$ cat src/hdl/rclb_pkg.sv
// ----------------------------------------------------------------------------
// rclb_pkg: shared types and constants of the register line cache
// Request kinds, result actions, and the command and status groups that pass
// between the controller and the datapath.
// ----------------------------------------------------------------------------
package rclb_pkg;

	localparam int SLOT_W = 16;
	localparam int USE_W  = 32;
	localparam int CFG_W  = 5;
	localparam int LINE_W = 4;
	localparam int IN_DATA_W  = 56;
	localparam int OUT_DATA_W = 24;
	localparam logic [USE_W-1:0] DEAD_USE = '1;

	typedef enum logic [2:0] {
		KIND_READ    = 3'd0,
		KIND_DEFINE  = 3'd1,
		KIND_SCRATCH = 3'd2,
		KIND_END     = 3'd3,
		KIND_FLUSH   = 3'd4,
		KIND_SPILL   = 3'd5,
		KIND_QUERY   = 3'd6
	} kind_t;

	typedef enum logic [1:0] {
		ACT_ANSWER = 2'd0,
		ACT_SPILL  = 2'd1,
		ACT_FILL   = 2'd2
	} action_t;

	typedef enum logic [1:0] {
		REG_GENERAL_USED = 2'd0,
		REG_FLOAT_USED   = 2'd1,
		REG_FURTHEST     = 2'd2
	} reg_index_t;

	typedef enum logic [2:0] {
		EM_SPILL_SCAN,
		EM_SPILL_FOUND,
		EM_SPILL_VICTIM,
		EM_FILL,
		EM_ANSWER
	} emit_t;

	typedef struct packed {
		logic  latch;
		logic  init;
		logic  init_pool;
		logic  rd;
		logic  ev;
		logic  adv;
		logic  spill_clear;
		logic  drop;
		logic  hit;
		logic  take;
		logic  end_instr;
		logic  flush_clear;
		logic  set_res;
		logic  set_exh;
		logic  emit;
		emit_t sel;
	} cmd_t;

	typedef struct packed {
		logic [2:0] kind;
		logic       pool;
		logic       idx_done;
		logic       found;
		logic       free_found;
		logic       vic_found;
		logic       ev_spill;
		logic       found_spill;
		logic       vic_spill;
		logic       out_free;
	} sts_t;

endpackage

$ cat src/hdl/rclb_ctrl.sv
// ----------------------------------------------------------------------------
// rclb_ctrl: request sequencer of the register line cache
// Steps each request through its line scans, spills, fills and the answer.
// ----------------------------------------------------------------------------
module rclb_ctrl import rclb_pkg::*; (
	input  logic clk,
	input  logic arst_n,
	input  logic in_valid,
	output logic in_ready,
	input  sts_t sts,
	output cmd_t cmd
);

	typedef enum logic [3:0] {
		ST_IDLE, ST_DISP, ST_RD, ST_EV, ST_DONE, ST_OSPILL,
		ST_VSPILL, ST_TAKE, ST_FILL, ST_ANS
	} state_t;

	typedef enum logic [2:0] {
		PH_OTHER, PH_OWN, PH_FLUSH0, PH_FLUSH1, PH_Q0, PH_Q1
	} phase_t;

	state_t state_q, state_d;
	phase_t phase_q, phase_d;

	assign in_ready = (state_q == ST_IDLE);

	// Next state and commands.
	always_comb begin
		cmd     = '0;
		cmd.sel = EM_ANSWER;
		state_d = state_q;
		phase_d = phase_q;
		unique case (state_q)
			ST_IDLE: begin
				if (in_valid) begin
					cmd.latch = 1'b1;
					state_d   = ST_DISP;
				end
			end
			ST_DISP: begin
				priority if (sts.kind == KIND_READ || sts.kind == KIND_DEFINE) begin
					cmd.init = 1'b1; cmd.init_pool = ~sts.pool;
					phase_d = PH_OTHER; state_d = ST_RD;
				end else if (sts.kind == KIND_SCRATCH) begin
					cmd.init = 1'b1; cmd.init_pool = sts.pool;
					phase_d = PH_OWN; state_d = ST_RD;
				end else if (sts.kind == KIND_END) begin
					cmd.end_instr = 1'b1; state_d = ST_ANS;
				end else if (sts.kind == KIND_FLUSH || sts.kind == KIND_SPILL) begin
					cmd.init = 1'b1; cmd.init_pool = 1'b0;
					phase_d = PH_FLUSH0; state_d = ST_RD;
				end else if (sts.kind == KIND_QUERY) begin
					cmd.init = 1'b1; cmd.init_pool = 1'b0;
					phase_d = PH_Q0; state_d = ST_RD;
				end else begin
					state_d = ST_ANS;
				end
			end
			ST_RD: begin
				if (sts.idx_done) begin
					state_d = ST_DONE;
				end else begin
					cmd.rd = 1'b1; state_d = ST_EV;
				end
			end
			ST_EV: begin
				if (phase_q == PH_FLUSH0 || phase_q == PH_FLUSH1) begin
					if (!sts.ev_spill) begin
						cmd.adv = 1'b1; state_d = ST_RD;
					end else if (sts.out_free) begin
						cmd.emit = 1'b1; cmd.sel = EM_SPILL_SCAN;
						cmd.spill_clear = 1'b1; cmd.adv = 1'b1; state_d = ST_RD;
					end
				end else begin
					cmd.ev = 1'b1; cmd.adv = 1'b1; state_d = ST_RD;
				end
			end
			ST_DONE: begin
				unique case (phase_q)
					PH_OTHER: begin
						if (sts.found && sts.kind == KIND_READ && sts.found_spill) begin
							state_d = ST_OSPILL;
						end else begin
							cmd.drop = sts.found;
							cmd.init = 1'b1; cmd.init_pool = sts.pool;
							phase_d = PH_OWN; state_d = ST_RD;
						end
					end
					PH_OWN: begin
						priority if (sts.kind != KIND_SCRATCH && sts.found) begin
							cmd.hit = 1'b1; state_d = ST_ANS;
						end else if (sts.free_found) begin
							state_d = ST_TAKE;
						end else if (sts.vic_found) begin
							state_d = sts.vic_spill ? ST_VSPILL : ST_TAKE;
						end else begin
							cmd.set_exh = 1'b1; state_d = ST_ANS;
						end
					end
					PH_FLUSH0: begin
						cmd.init = 1'b1; cmd.init_pool = 1'b1;
						phase_d = PH_FLUSH1; state_d = ST_RD;
					end
					PH_FLUSH1: begin
						cmd.flush_clear = (sts.kind == KIND_FLUSH);
						state_d = ST_ANS;
					end
					PH_Q0: begin
						cmd.set_res = 1'b1;
						cmd.init = 1'b1; cmd.init_pool = 1'b1;
						phase_d = PH_Q1; state_d = ST_RD;
					end
					default: begin
						cmd.set_res = 1'b1; state_d = ST_ANS;
					end
				endcase
			end
			ST_OSPILL: begin
				if (sts.out_free) begin
					cmd.emit = 1'b1; cmd.sel = EM_SPILL_FOUND; cmd.drop = 1'b1;
					cmd.init = 1'b1; cmd.init_pool = sts.pool;
					phase_d = PH_OWN; state_d = ST_RD;
				end
			end
			ST_VSPILL: begin
				if (sts.out_free) begin
					cmd.emit = 1'b1; cmd.sel = EM_SPILL_VICTIM; state_d = ST_TAKE;
				end
			end
			ST_TAKE: begin
				cmd.take = 1'b1;
				state_d  = (sts.kind == KIND_READ) ? ST_FILL : ST_ANS;
			end
			ST_FILL: begin
				if (sts.out_free) begin
					cmd.emit = 1'b1; cmd.sel = EM_FILL; state_d = ST_ANS;
				end
			end
			ST_ANS: begin
				if (sts.out_free) begin
					cmd.emit = 1'b1; cmd.sel = EM_ANSWER; state_d = ST_IDLE;
				end
			end
			default: state_d = ST_IDLE;
		endcase
	end

	// State register.
	always_ff @(posedge clk or negedge arst_n) begin
		if (!arst_n) begin
			state_q <= ST_IDLE;
			phase_q <= PH_OTHER;
		end else begin
			state_q <= state_d;
			phase_q <= phase_d;
		end
	end

endmodule

$ cat src/hdl/rclb_dpath.sv
// ----------------------------------------------------------------------------
// rclb_dpath: line state, line memory and scan logic of the register cache
// Holds the line flags, the slot and use-time memory, the scan results, the
// use clock, the configuration and the result register.
// ----------------------------------------------------------------------------
module rclb_dpath import rclb_pkg::*; #(
	parameter int LINES_PER_POOL = 16
) (
	input  logic              clk,
	input  logic              arst_n,
	input  logic              cfg_we,
	input  logic [1:0]        cfg_index,
	input  logic [CFG_W-1:0]  cfg_wdata,
	input  logic [2:0]        in_kind,
	input  logic [SLOT_W-1:0] in_slot,
	input  logic              in_pool,
	input  logic [USE_W-1:0]  in_next_use,
	input  cmd_t              cmd,
	output sts_t              sts,
	output logic              out_valid,
	input  logic              out_ready,
	output logic [1:0]        out_action,
	output logic [SLOT_W-1:0] out_slot,
	output logic              out_pool,
	output logic [LINE_W-1:0] out_line,
	output logic              out_resident,
	output logic              out_exhausted
);

	localparam int L     = LINES_PER_POOL;
	localparam int NE    = 2 * L;
	localparam int LW    = (L > 1) ? $clog2(L) : 1;
	localparam int IW    = $clog2(L + 1);
	localparam int EW    = $clog2(NE);
	localparam int MEM_W = SLOT_W + 2 * USE_W;

	// Configuration, request and flags.
	logic [CFG_W-1:0]  gcnt_q, fcnt_q;
	logic              mode_q;
	logic [2:0]        kind_q;
	logic [SLOT_W-1:0] slot_q;
	logic              pool_q;
	logic [USE_W-1:0]  nu_q;
	logic [NE-1:0]     occ_q, dirty_q, scr_q, pin_q;
	logic [USE_W-1:0]  clock_q;

	// Line memory: slot, last use, next use.
	logic [MEM_W-1:0]  mem [NE];
	logic [MEM_W-1:0]  rd_q;

	// Scan state.
	logic              scan_pool_q;
	logic [IW-1:0]     idx_q;
	logic              found_q, free_found_q, vic_found_q;
	logic [LW-1:0]     found_idx_q, free_idx_q, vic_idx_q;
	logic [USE_W-1:0]  vic_key_q;
	logic [SLOT_W-1:0] vic_slot_q;
	logic [LW-1:0]     ans_line_q;
	logic              res_q, exh_q;

	function automatic logic [EW-1:0] ent(input logic p, input logic [LW-1:0] i);
		ent = EW'(p ? L : 0) + EW'(i);
	endfunction

	function automatic logic [IW-1:0] sat(input logic [CFG_W-1:0] c);
		sat = (32'(c) > L) ? IW'(L) : IW'(c);
	endfunction

	logic [IW-1:0]     cnt_g, cnt_f, scan_cnt;
	logic [EW-1:0]     se, fe, ve, we;
	logic [LW-1:0]     take_idx, wr_idx;
	logic [SLOT_W-1:0] rd_slot;
	logic [USE_W-1:0]  rd_lu, rd_nu, key;
	logic              match, better;

	assign cnt_g    = sat(gcnt_q);
	assign cnt_f    = sat(fcnt_q);
	assign scan_cnt = scan_pool_q ? cnt_f : cnt_g;
	assign se       = ent(scan_pool_q, idx_q[LW-1:0]);
	assign fe       = ent(scan_pool_q, found_idx_q);
	assign ve       = ent(scan_pool_q, vic_idx_q);
	assign take_idx = free_found_q ? free_idx_q : vic_idx_q;
	assign wr_idx   = cmd.hit ? found_idx_q : take_idx;
	assign we       = ent(pool_q, wr_idx);
	assign rd_slot  = rd_q[MEM_W-1 -: SLOT_W];
	assign rd_lu    = rd_q[2*USE_W-1 -: USE_W];
	assign rd_nu    = rd_q[USE_W-1:0];
	assign match    = occ_q[se] && !scr_q[se] && (rd_slot == slot_q);
	assign key      = mode_q ? rd_nu : rd_lu;
	assign better   = mode_q ? (key > vic_key_q) : (key < vic_key_q);

	// Status towards the controller.
	always_comb begin
		sts.kind        = kind_q;
		sts.pool        = pool_q;
		sts.idx_done    = (idx_q >= scan_cnt);
		sts.found       = found_q;
		sts.free_found  = free_found_q;
		sts.vic_found   = vic_found_q;
		sts.ev_spill    = occ_q[se] && dirty_q[se] && !scr_q[se];
		sts.found_spill = occ_q[fe] && dirty_q[fe] && !scr_q[fe];
		sts.vic_spill   = occ_q[ve] && dirty_q[ve] && !scr_q[ve];
		sts.out_free    = !out_valid || out_ready;
	end

	// Configuration registers and use clock.
	always_ff @(posedge clk or negedge arst_n) begin
		if (!arst_n) begin
			gcnt_q  <= CFG_W'(16);
			fcnt_q  <= CFG_W'(16);
			mode_q  <= 1'b0;
			clock_q <= '0;
		end else begin
			if (cfg_we) begin
				unique case (cfg_index)
					REG_GENERAL_USED: gcnt_q <= cfg_wdata;
					REG_FLOAT_USED:   fcnt_q <= cfg_wdata;
					REG_FURTHEST:     mode_q <= cfg_wdata[0];
					default: ;
				endcase
			end
			if (cmd.hit || cmd.take) clock_q <= clock_q + 1'b1;
		end
	end

	// Request latch.
	always_ff @(posedge clk) begin
		if (cmd.latch) begin
			kind_q <= in_kind;
			slot_q <= in_slot;
			pool_q <= in_pool;
			nu_q   <= in_next_use;
		end
	end

	// Line flags.
	always_ff @(posedge clk or negedge arst_n) begin
		if (!arst_n) begin
			occ_q   <= '0;
			dirty_q <= '0;
			scr_q   <= '0;
			pin_q   <= '0;
		end else begin
			if (cmd.drop) begin
				occ_q[fe]   <= 1'b0;
				dirty_q[fe] <= 1'b0;
			end
			if (cmd.spill_clear) dirty_q[se] <= 1'b0;
			if (cmd.hit) begin
				pin_q[we] <= 1'b1;
				if (kind_q == KIND_DEFINE) dirty_q[we] <= 1'b1;
			end
			if (cmd.take) begin
				occ_q[we]   <= 1'b1;
				scr_q[we]   <= (kind_q == KIND_SCRATCH);
				dirty_q[we] <= (kind_q == KIND_DEFINE);
				pin_q[we]   <= 1'b1;
			end
			for (int e = 0; e < NE; e++) begin
				if ((e < L) ? (e < 32'(cnt_g)) : ((e - L) < 32'(cnt_f))) begin
					if (cmd.end_instr && occ_q[e]) begin
						if (scr_q[e]) occ_q[e] <= 1'b0;
						else pin_q[e] <= 1'b0;
					end
					if (cmd.flush_clear) occ_q[e] <= 1'b0;
				end
			end
		end
	end

	// Line memory write and scan read.
	always_ff @(posedge clk) begin
		if (cmd.hit || cmd.take) begin
			mem[we] <= {(kind_q == KIND_SCRATCH) ? SLOT_W'(0) : slot_q,
				clock_q + 1'b1,
				(kind_q == KIND_SCRATCH) ? DEAD_USE : nu_q};
		end
		if (cmd.rd) rd_q <= mem[se];
	end

	// Scan control: first match, first free line and victim.
	always_ff @(posedge clk or negedge arst_n) begin
		if (!arst_n) begin
			scan_pool_q  <= 1'b0;
			idx_q        <= '0;
			found_q      <= 1'b0;
			free_found_q <= 1'b0;
			vic_found_q  <= 1'b0;
		end else begin
			if (cmd.init) begin
				scan_pool_q  <= cmd.init_pool;
				idx_q        <= '0;
				found_q      <= 1'b0;
				free_found_q <= 1'b0;
				vic_found_q  <= 1'b0;
			end else begin
				if (cmd.ev) begin
					if (match && !found_q) found_q <= 1'b1;
					if (!occ_q[se] && !free_found_q) free_found_q <= 1'b1;
					if (!pin_q[se]) vic_found_q <= 1'b1;
				end
				if (cmd.adv) idx_q <= idx_q + 1'b1;
			end
		end
	end

	// Scan payload.
	always_ff @(posedge clk) begin
		if (cmd.ev) begin
			if (match && !found_q) found_idx_q <= idx_q[LW-1:0];
			if (!occ_q[se] && !free_found_q) free_idx_q <= idx_q[LW-1:0];
			if (!pin_q[se] && (!vic_found_q || better)) begin
				vic_idx_q  <= idx_q[LW-1:0];
				vic_key_q  <= key;
				vic_slot_q <= rd_slot;
			end
		end
	end

	// Answer bookkeeping.
	always_ff @(posedge clk) begin
		if (cmd.latch) begin
			ans_line_q <= '0;
			res_q      <= 1'b0;
			exh_q      <= 1'b0;
		end else begin
			if (cmd.hit || cmd.take) ans_line_q <= wr_idx;
			if (cmd.set_res) res_q <= res_q | found_q;
			if (cmd.set_exh) exh_q <= 1'b1;
		end
	end

	// Result register.
	always_ff @(posedge clk or negedge arst_n) begin
		if (!arst_n) begin
			out_valid <= 1'b0;
		end else if (cmd.emit) begin
			out_valid <= 1'b1;
		end else if (out_ready) begin
			out_valid <= 1'b0;
		end
	end

	always_ff @(posedge clk) begin
		if (cmd.emit) begin
			out_resident  <= 1'b0;
			out_exhausted <= 1'b0;
			unique case (cmd.sel)
				EM_SPILL_SCAN: begin
					out_action <= ACT_SPILL; out_slot <= rd_slot;
					out_pool <= scan_pool_q; out_line <= LINE_W'(idx_q);
				end
				EM_SPILL_FOUND: begin
					out_action <= ACT_SPILL; out_slot <= slot_q;
					out_pool <= scan_pool_q; out_line <= LINE_W'(found_idx_q);
				end
				EM_SPILL_VICTIM: begin
					out_action <= ACT_SPILL; out_slot <= vic_slot_q;
					out_pool <= pool_q; out_line <= LINE_W'(vic_idx_q);
				end
				EM_FILL: begin
					out_action <= ACT_FILL; out_slot <= slot_q;
					out_pool <= pool_q; out_line <= LINE_W'(ans_line_q);
				end
				default: begin
					out_action <= ACT_ANSWER;
					out_slot <= (kind_q == KIND_READ || kind_q == KIND_DEFINE ||
						kind_q == KIND_QUERY) ? slot_q : SLOT_W'(0);
					out_pool <= (kind_q == KIND_READ || kind_q == KIND_DEFINE ||
						kind_q == KIND_SCRATCH) ? pool_q : 1'b0;
					out_line      <= LINE_W'(ans_line_q);
					out_resident  <= res_q;
					out_exhausted <= exh_q;
				end
			endcase
		end
	end

endmodule

$ cat src/hdl/register_cache_lru_belady_core.sv
// ----------------------------------------------------------------------------
// register_cache_lru_belady_core: two-pool register line cache
// Maps variable slots onto general and float lines with write-back spills,
// fills and LRU or furthest-next-use eviction.
// ----------------------------------------------------------------------------
// Channel   Direction  Beat contents
// s_*       in         request: tuser kind, tdata slot, pool, next use
// m_*       out        result: tuser action, tdata slot, pool, line, flags
// cfg_*     in         register write: index and value, no wait
//
// Requests are sequenced one at a time. A pool scan does a memory read and
// then a compare for each line in use, and then closes. A read or define hit,
// a flush, a spill dirty or a query scans both pools before it emits its
// answer; flush spills ride within the scan. A miss adds a step to take the
// line, the fill beat of a read and one beat per spilled line; a scratch
// scans only its own pool, and end instruction answers without a scan. A
// stalled result register holds the sequencer. Reset clears the line flags
// and the use clock and returns the configuration to its defaults.
// ----------------------------------------------------------------------------
module register_cache_lru_belady_core import rclb_pkg::*; #(
	parameter int LINES_PER_POOL = 16
) (
	input  logic                  clk,
	input  logic                  arst_n,
	input  logic                  cfg_we,
	input  logic [1:0]            cfg_index,
	input  logic [CFG_W-1:0]      cfg_wdata,
	input  logic                  s_tvalid,
	output logic                  s_tready,
	// tdata: slot[15:0], pool[16], next_use[48:17], zero[55:49]
	input  logic [IN_DATA_W-1:0]  s_tdata,
	// tuser: kind[2:0]
	input  logic [2:0]            s_tuser,
	output logic                  m_tvalid,
	input  logic                  m_tready,
	// tdata: out_slot[15:0], out_pool[16], line_index[20:17], resident[21],
	// pool_exhausted[22], zero[23]
	output logic [OUT_DATA_W-1:0] m_tdata,
	// tuser: action[1:0]
	output logic [1:0]            m_tuser,
	output logic                  m_tlast
);

	cmd_t              cmd;
	sts_t              sts;
	logic [SLOT_W-1:0] o_slot;
	logic              o_pool, o_res, o_exh;
	logic [LINE_W-1:0] o_line;

	rclb_ctrl u_ctrl (
		.clk      (clk),
		.arst_n   (arst_n),
		.in_valid (s_tvalid),
		.in_ready (s_tready),
		.sts      (sts),
		.cmd      (cmd)
	);

	rclb_dpath #(.LINES_PER_POOL(LINES_PER_POOL)) u_dpath (
		.clk           (clk),
		.arst_n        (arst_n),
		.cfg_we        (cfg_we),
		.cfg_index     (cfg_index),
		.cfg_wdata     (cfg_wdata),
		.in_kind       (s_tuser),
		.in_slot       (s_tdata[15:0]),
		.in_pool       (s_tdata[16]),
		.in_next_use   (s_tdata[48:17]),
		.cmd           (cmd),
		.sts           (sts),
		.out_valid     (m_tvalid),
		.out_ready     (m_tready),
		.out_action    (m_tuser),
		.out_slot      (o_slot),
		.out_pool      (o_pool),
		.out_line      (o_line),
		.out_resident  (o_res),
		.out_exhausted (o_exh)
	);

	// Only the answer closes a request.
	assign m_tlast = (m_tuser == ACT_ANSWER);
	assign m_tdata = {1'b0, o_exh, o_res, o_line, o_pool, o_slot};

endmodule
$ cat config.mk
export PLATFORM = sky130hd
export DESIGN_NAME = register_cache_lru_belady_core
export DESIGN_NICKNAME = d
export VERILOG_FILES = /design/src/hdl/rclb_pkg.sv /design/src/hdl/rclb_ctrl.sv /design/src/hdl/rclb_dpath.sv /design/src/hdl/register_cache_lru_belady_core.sv
export SDC_FILE = /design/constraint.sdc
export NUM_CORES = 2
export LEC_CHECK = 0
export ABC_AREA = 1
export BUFFER_PORTS_ARGS = -buffer_cell sky130_fd_sc_hd__buf_4
export CORE_MARGIN = 2
export CORE_UTILIZATION = 40
export CTS_CLUSTER_SIZE = 25
export DETAILED_ROUTE_END_ITERATION = 8
export PLACE_DENSITY_LB_ADDON = 0.05
export SYNTH_ARGS = -nofsm -noshare
export SYNTH_HDL_FRONTEND = slang
export SYNTH_SLANG_ARGS = --single-unit
$ cat constraint.sdc
create_clock -name clk -period 13.09 [get_ports clk]
set_input_delay 2.618 -clock clk [delete_from_list [all_inputs] [get_ports clk]]
set_output_delay 2.618 -clock clk [all_outputs]
set_load 0.01 [all_outputs]
* Word level (Yosys, flattened, before mapping)
Memories as Yosys holds them, arrays and structs flattened. A register that Yosys moved wholly into a read port is not among the register bits. Cells that the tools add are included.
Word-level totals: input bits 71, register bits 331, ROM bits 0, bits in writable memories 2560, memories 1, latch bits 0, word-level logic and storage cells 598
Cells by class: bitwise logic cells 11, shift-type cells 0, add/sub/neg operators 6, equality and inequality tests 36, div/mod/pow operators 0, order comparisons 44, mux-type cells 370, $mul 0, reduce and logical (&&, ||, !) cells 96
Memories:
- u_dpath.mem | depth 32, width 80, rd ports 1, clocked after memory_dff 1, write ports 1, line rclb_dpath.sv:48 | logic [MEM_W-1:0] mem [NE];
Operators with widths (number):
- 32-bit two-way mux | 11
- 1-bit two-way mux | 280
- 32-bit bitwise OR | 4
- 32-bit AND | 3
- 4-bit two-way mux | 24
- 4-bit by 5-bit less-than comparator with 1-bit output (first input constant) | 16
- 32-bit bitwise mux | 2
- 32-bit inverter | 2
- 1-bit binary-select mux with 5-bit select | 10
- 1-bit logical AND | 49
- 16-bit one-hot mux with 3 select lines | 1
- 3-bit by 5-bit less-than comparator with 1-bit output (first input constant) | 8
- 4-bit one-hot mux with 10 select lines | 1
- 5-bit two-way mux | 7
- 3-bit two-way mux | 11
- 32-bit by 1-bit adder with 32-bit output (second input constant) | 1
- 32-bit > comparator | 1
- 32-bit less-than comparator | 1
- 16-bit two-way mux | 2
- 5-bit by 6-bit less-than comparator with 1-bit output (second input constant) | 4
- 4-bit one-hot mux with 3 select lines | 2
- 5-bit by 4-bit adder with 5-bit output | 4
- 1-bit by 5-bit less-than comparator with 1-bit output (first input constant) | 4
- 2-bit by 5-bit less-than comparator with 1-bit output (first input constant) | 4
- other kinds (42) | 111

* Longest topological paths before layout
depth in word-level cells 18, depth in mapped cells 21

* Cells and area by module
From an unflattened synthesis, not the netlist that was laid out.
Second synthesis, totals: cell total of the unflattened synthesis 9339, area total of the unflattened synthesis 120120.2 um2
Modules (own cells, without submodules):
- rclb_dpath | seq. area each 88041.9 um2, cells each 9176, area each 119203.1 um2, instances 1
- rclb_ctrl | seq. area each 175.2 um2, cells each 157, area each 879.6 um2, instances 1
- register_cache_lru_belady_core | seq. area each 0.0 um2, cells each 6, area each 37.5 um2, instances 1

* Worst setup path after synthesis
No wires, ideal clock.
path kind register -> register, from register u_dpath.kind_q[1], to memory u_dpath.mem[11][0] (netlist bit) (enable), path slack 5.410 ns, arrival time 7.061 ns, path buffers 1, setup time 0.619 ns, stages on the path, launching flop included 11, cells stage by stage edfxtp_1 > buf_2 > nand3_2 > nand2_1 > nor3_4 > inv_2 > o21ai_2 > inv_2 > nor2_4 > inv_2 > nor3_1
On the way: longest elaborated chain between the ends 8, elaborated cells between the ends (all ways) 10, those cells by class add/sub (1); eq/ne (1); mux (6); reduce/logical (2)
RTL lines:
- start, declared | line rclb_dpath.sv:40 | logic [2:0] kind_q;
- start signal, assigned | line rclb_dpath.sv:129 | kind_q <= in_kind;
- 3-bit by 2-bit != test with 1-bit output (*) | line rclb_ctrl.sv:91 | priority if (sts.kind != KIND_SCRATCH && sts.found) begin
- 1-bit logical AND (*) | line rclb_ctrl.sv:91
- 1-bit two-way mux (*) | line rclb_ctrl.sv:91
- 1-bit two-way mux (*) | line rclb_ctrl.sv:80 | unique case (phase_q)
- 1-bit two-way mux (*) | line rclb_ctrl.sv:34 | unique case (state_q)
- branches (longest 3 deep; another with 5-bit by 4-bit adder with 5-bit output)
- end, declared | line rclb_dpath.sv:48
Every way passes the cells marked *.

* Worst setup path in the final report
from register u_dpath.idx_q[0], to register u_dpath.rd_q[26] (read register of u_dpath.mem), data pin
On the way: longest elaborated chain between the ends 3, elaborated cells between the ends (all ways) 4, those cells by class add/sub (1); order compare (1); mux (2)
RTL lines:
- start, declared | line rclb_dpath.sv:53 | logic [IW-1:0] idx_q;
- start signal, assigned | line rclb_dpath.sv:202 | if (cmd.adv) idx_q <= idx_q + 1'b1;
- 5-bit >= comparator | line rclb_dpath.sv:96 | sts.idx_done = (idx_q >= scan_cnt);
- 1-bit two-way mux | line rclb_ctrl.sv:61 | if (sts.idx_done) begin
- 1-bit two-way mux | line rclb_ctrl.sv:34
- end, declared | line rclb_dpath.sv:49 | logic [MEM_W-1:0] rd_q;
Parallel ways exist; a longest one is shown, timed or not. A chain may end at the register's enable or synchronous reset.

==> results.cfg <==
[power]
power_density_nw_per_um2 = 197.0
p_leak_uw = 0.04451
total_power_uw = 26870
ir_worst_vdd_mv = 0.1657

[die]
dieArea_um2 = 305900
dieHeight_um = 553.1
fp.dieW_um = 553.1
core_um2 = 300000
rows = 201
ios = 100
start_util_pct = 40.20

[clock_tree]
clock_latency_ns = 0.93
path_clk_slew_ns = 0.06
root_buffer = clkbuf_16
cts-buffers-inserted = 332
cts_hold_buf = 0
clock-sinks = 2971
post_cts_buffers = 0
h-tree-depth = 5
cts_tree = built
ctsResizeCount = 0
clockBufferDepth = 4

[grt]
grt_overflow_total = 0
grt_pass1_vias = 76330
grt_pass1_wl_um = 559100
grt_usage_pct = 25.04
grt_max_degree = 171
antenna_found_initial = 8

[synth]
syn-cell-area_um2 = 120600
yosysTopAreaCell = edfxtp_1
netlist_top_cells_area = edfxtp_1, o21ai_0, nor2_1
syn_area_per_cell_um2 = 12.38
syn_nets = 9857
seq_area_frac_synth_pct = 73.14
ys_ff_latch = 2971
synth_enable_flop_cells = 2777
yosysWarningCount = 0
synth_common_cells = edfxtp_1, nor2_1, o21ai_0, nand2_1, o22ai_1
yosysMostFrequentCell = edfxtp_1
netlist_instances = 9744
synth-main-ff-cell = edfxtp_1
async_reset_ff_share_pct = 6.328
synth.top_cell.area_share_pct = 69.14
ys_types = 54

[sta]
max_freq_ghz = 0.1728
rsz0062_at_grt = false
skew_ns = 0.06067
tightest_slew_ns = 1.299
drv_slew = 0
slew-limit-headroom_pct = 13.34
setup_viol = 0
period_share_pct = 44.21
report.final.hold_viol_count = 0
period_needed_ns = 5.788
layout_setup_ws_ns = 7.302
finalSetupTns_ns = 0

[cells_and_area]
nets = 9835
drive_gt1_share_pct = 8.780
utilization_pct = 45.46
fin_cells = 13940
syn_to_final_growth_pct = 13.08

[drt]
drt_iter0_markers = 7971
num_vias = 79830
finalWirelength_um = 393200
drcViolationCount = 0
avgViaCountPerCell = 5.728
dr.pass1.iters = 6
postRouteAntennaNets = 0
wire_per_inst_um = 28.22

[setup_path]
cp_common_cell = buf_4
start_kind = flop
worstReg2RegStart = u_dpath.idx_q[0]$_DFFE_PN0P_
crit_path_cell_trace = buf_12 -> buf_4 -> buf_4 -> buf_12 -> buf_4 -> o21ai_0 -> o22ai_1 -> a22o_1 -> a221oi_1 -> nand2_1
critPathCaptureType = flop
r2r_slack_ns = 7.30
cp_max_fo = 153
cp_data_required_time_ns = 13.86
path_class = flop to flop
max_stage_delay_ns = 0.93
crit_buf_inv = 5
crit_arrival_ns = 6.55
slowest_stage = dfrtp_4
crit_path_start = u_dpath.idx_q[0]$_DFFE_PN0P_
cp_top_family = buffers and inverters

[placed_design]
dp_hpwl_um = 192500
dp_cells = 13350
gp_congestion = 0.9164
place.port_buffers = 91
post-place-ws_ns = 7.332

[min_path]
hold_path.class = flop to flop
hold_start = u_dpath.rd_q[77]$_DFFE_PP_

[status]
status = finished, final reports clean

[run]
maxCapViolations = 0
power by group:
part           switching, uW  leakage (uW)  total (uW)  internal, uW
logic                   4660        0.0137        6250          1580
registers                331        0.0258       11600         11200
clock network           3820       0.00508        9060          5240
total                   8820        0.0445       26900         18100
metal layers:
| layer | global-route usage, % | routed length, um | share of wire (%) | vias to the layer above |
|---|---|---|---|---|
| li1 | - | - | - | 35630 |
| met1 | 35.11 | 174800 | 44 | 40960 |
| met2 | 40.99 | 186200 | 47 | 2612 |
| met3 | 2.824 | 20700 | 5.3 | 623 |
| met4 | 7.500 | 11520 | 2.9 | 0 |
| met5 | 0 | 0 | 0 | - |
cells by family (layout without fill, tap and decap cells):
logic type      Yosys count  after routing  share of synthesized area, %
flops                  2971           2971                         73.14
xor+xnor                 37             37                        0.2687
mux                       1              1                      0.008300
other cells               1              3                      0.003109
fa+ha+maj                42             42                        0.4357
compound gates         2594           2594                         12.55
simple gates           3067           3067                         10.18
buf+inv                1031           1264                         3.413
placed cells by master (no fill, tap or decap), types with 13 or more instances in the layout:
master | synthesis | routed
clkinv_2 | 0 | 48
nand2_1 | 1133 | 1132
clkbuf_16 | 0 | 338
o21a_1 | 16 | 16
clkbuf_1 | 483 | 79
clkbuf_8 | 0 | 13
nor3_1 | 55 | 45
nand4_1 | 60 | 60
edfxtp_1 | 2777 | 2777
bufinv_16 | 0 | 22
o22ai_1 | 644 | 644
ha_1 | 42 | 42
clkinv_1 | 4 | 73
a21oi_1 | 113 | 111
inv_2 | 21 | 21
dfrtp_1 | 186 | 183
a22o_1 | 133 | 133
nor2_4 | 6 | 36
nor3_2 | 11 | 19
inv_1 | 384 | 380
buf_4 | 21 | 232
o21ai_1 | 14 | 14
o21ai_0 | 1446 | 1445
a221oi_1 | 154 | 154
o211ai_1 | 15 | 15
xor2_2 | 0 | 27
nand3_1 | 210 | 210
buf_12 | 0 | 32
or2_2 | 35 | 35
nor2_1 | 1532 | 1500
metrics by stage:
step / area, um^2 / hold WS (ns)
after detailed placement: 125900 / 0.4456
after global placement: 125900 / 0.4419
after CTS: 136400 / 0.4580
final: 136400 / 0.4554
after floorplan: 120600 / 0.4264
after global routing: 136400 / 0.4627
sequential cells by signal, summed over array words and instances, names as in the netlist, 2 cells and up:
| signal | flops |
|---|---|
| u_dpath.idx_q | 5 |
| u_dpath.occ_q | 32 |
| u_dpath.dirty_q | 32 |
| u_dpath.vic_slot_q | 16 |
| u_dpath.vic_idx_q | 4 |
| u_dpath.out_line | 4 |
| u_dpath.ans_line_q | 4 |
| u_dpath.kind_q | 3 |
| u_dpath.found_idx_q | 4 |
| u_dpath.rd_q | 80 |
| u_dpath.out_action | 2 |
| u_dpath.free_idx_q | 4 |
| u_ctrl.phase_q | 3 |
| u_dpath.fcnt_q | 5 |
| u_dpath.mem | 2560 |
| u_dpath.gcnt_q | 5 |
| u_dpath.pin_q | 32 |
| u_ctrl.state_q | 4 |
| u_dpath.scr_q | 32 |
| u_dpath.nu_q | 32 |
| u_dpath.vic_key_q | 32 |
| u_dpath.clock_q | 32 |
| u_dpath.slot_q | 16 |
| u_dpath.out_slot | 16 |
final cells by class:
class                      instances  area (um^2)
clock inverter                   160         1496
fill                           27110       163600
sequential                      2971        88230
multi-input combinational       5742        28810
antenna                            2        5.005
clock buffer                     429         8920
tap                             3958         4952
timing repair buffer             266         2411
inverter                         409         1556
final timing paths:
path,to,depth (start not counted)
max in group asynchronous,u_dpath.clock_q[30]$_DFFE_PN0N_,2
min,u_dpath.vic_slot_q[13]$_DFFE_PP_,0
max reg2reg,u_dpath.rd_q[26]$_DFFE_PP_,10
min in group asynchronous,u_dpath.scr_q[25]$_DFFE_PN0P_,1
max,u_dpath.rd_q[26]$_DFFE_PP_,10
min reg2reg,u_dpath.vic_slot_q[13]$_DFFE_PP_,0
No activity file was read; power rests on OpenSTA's default activity.
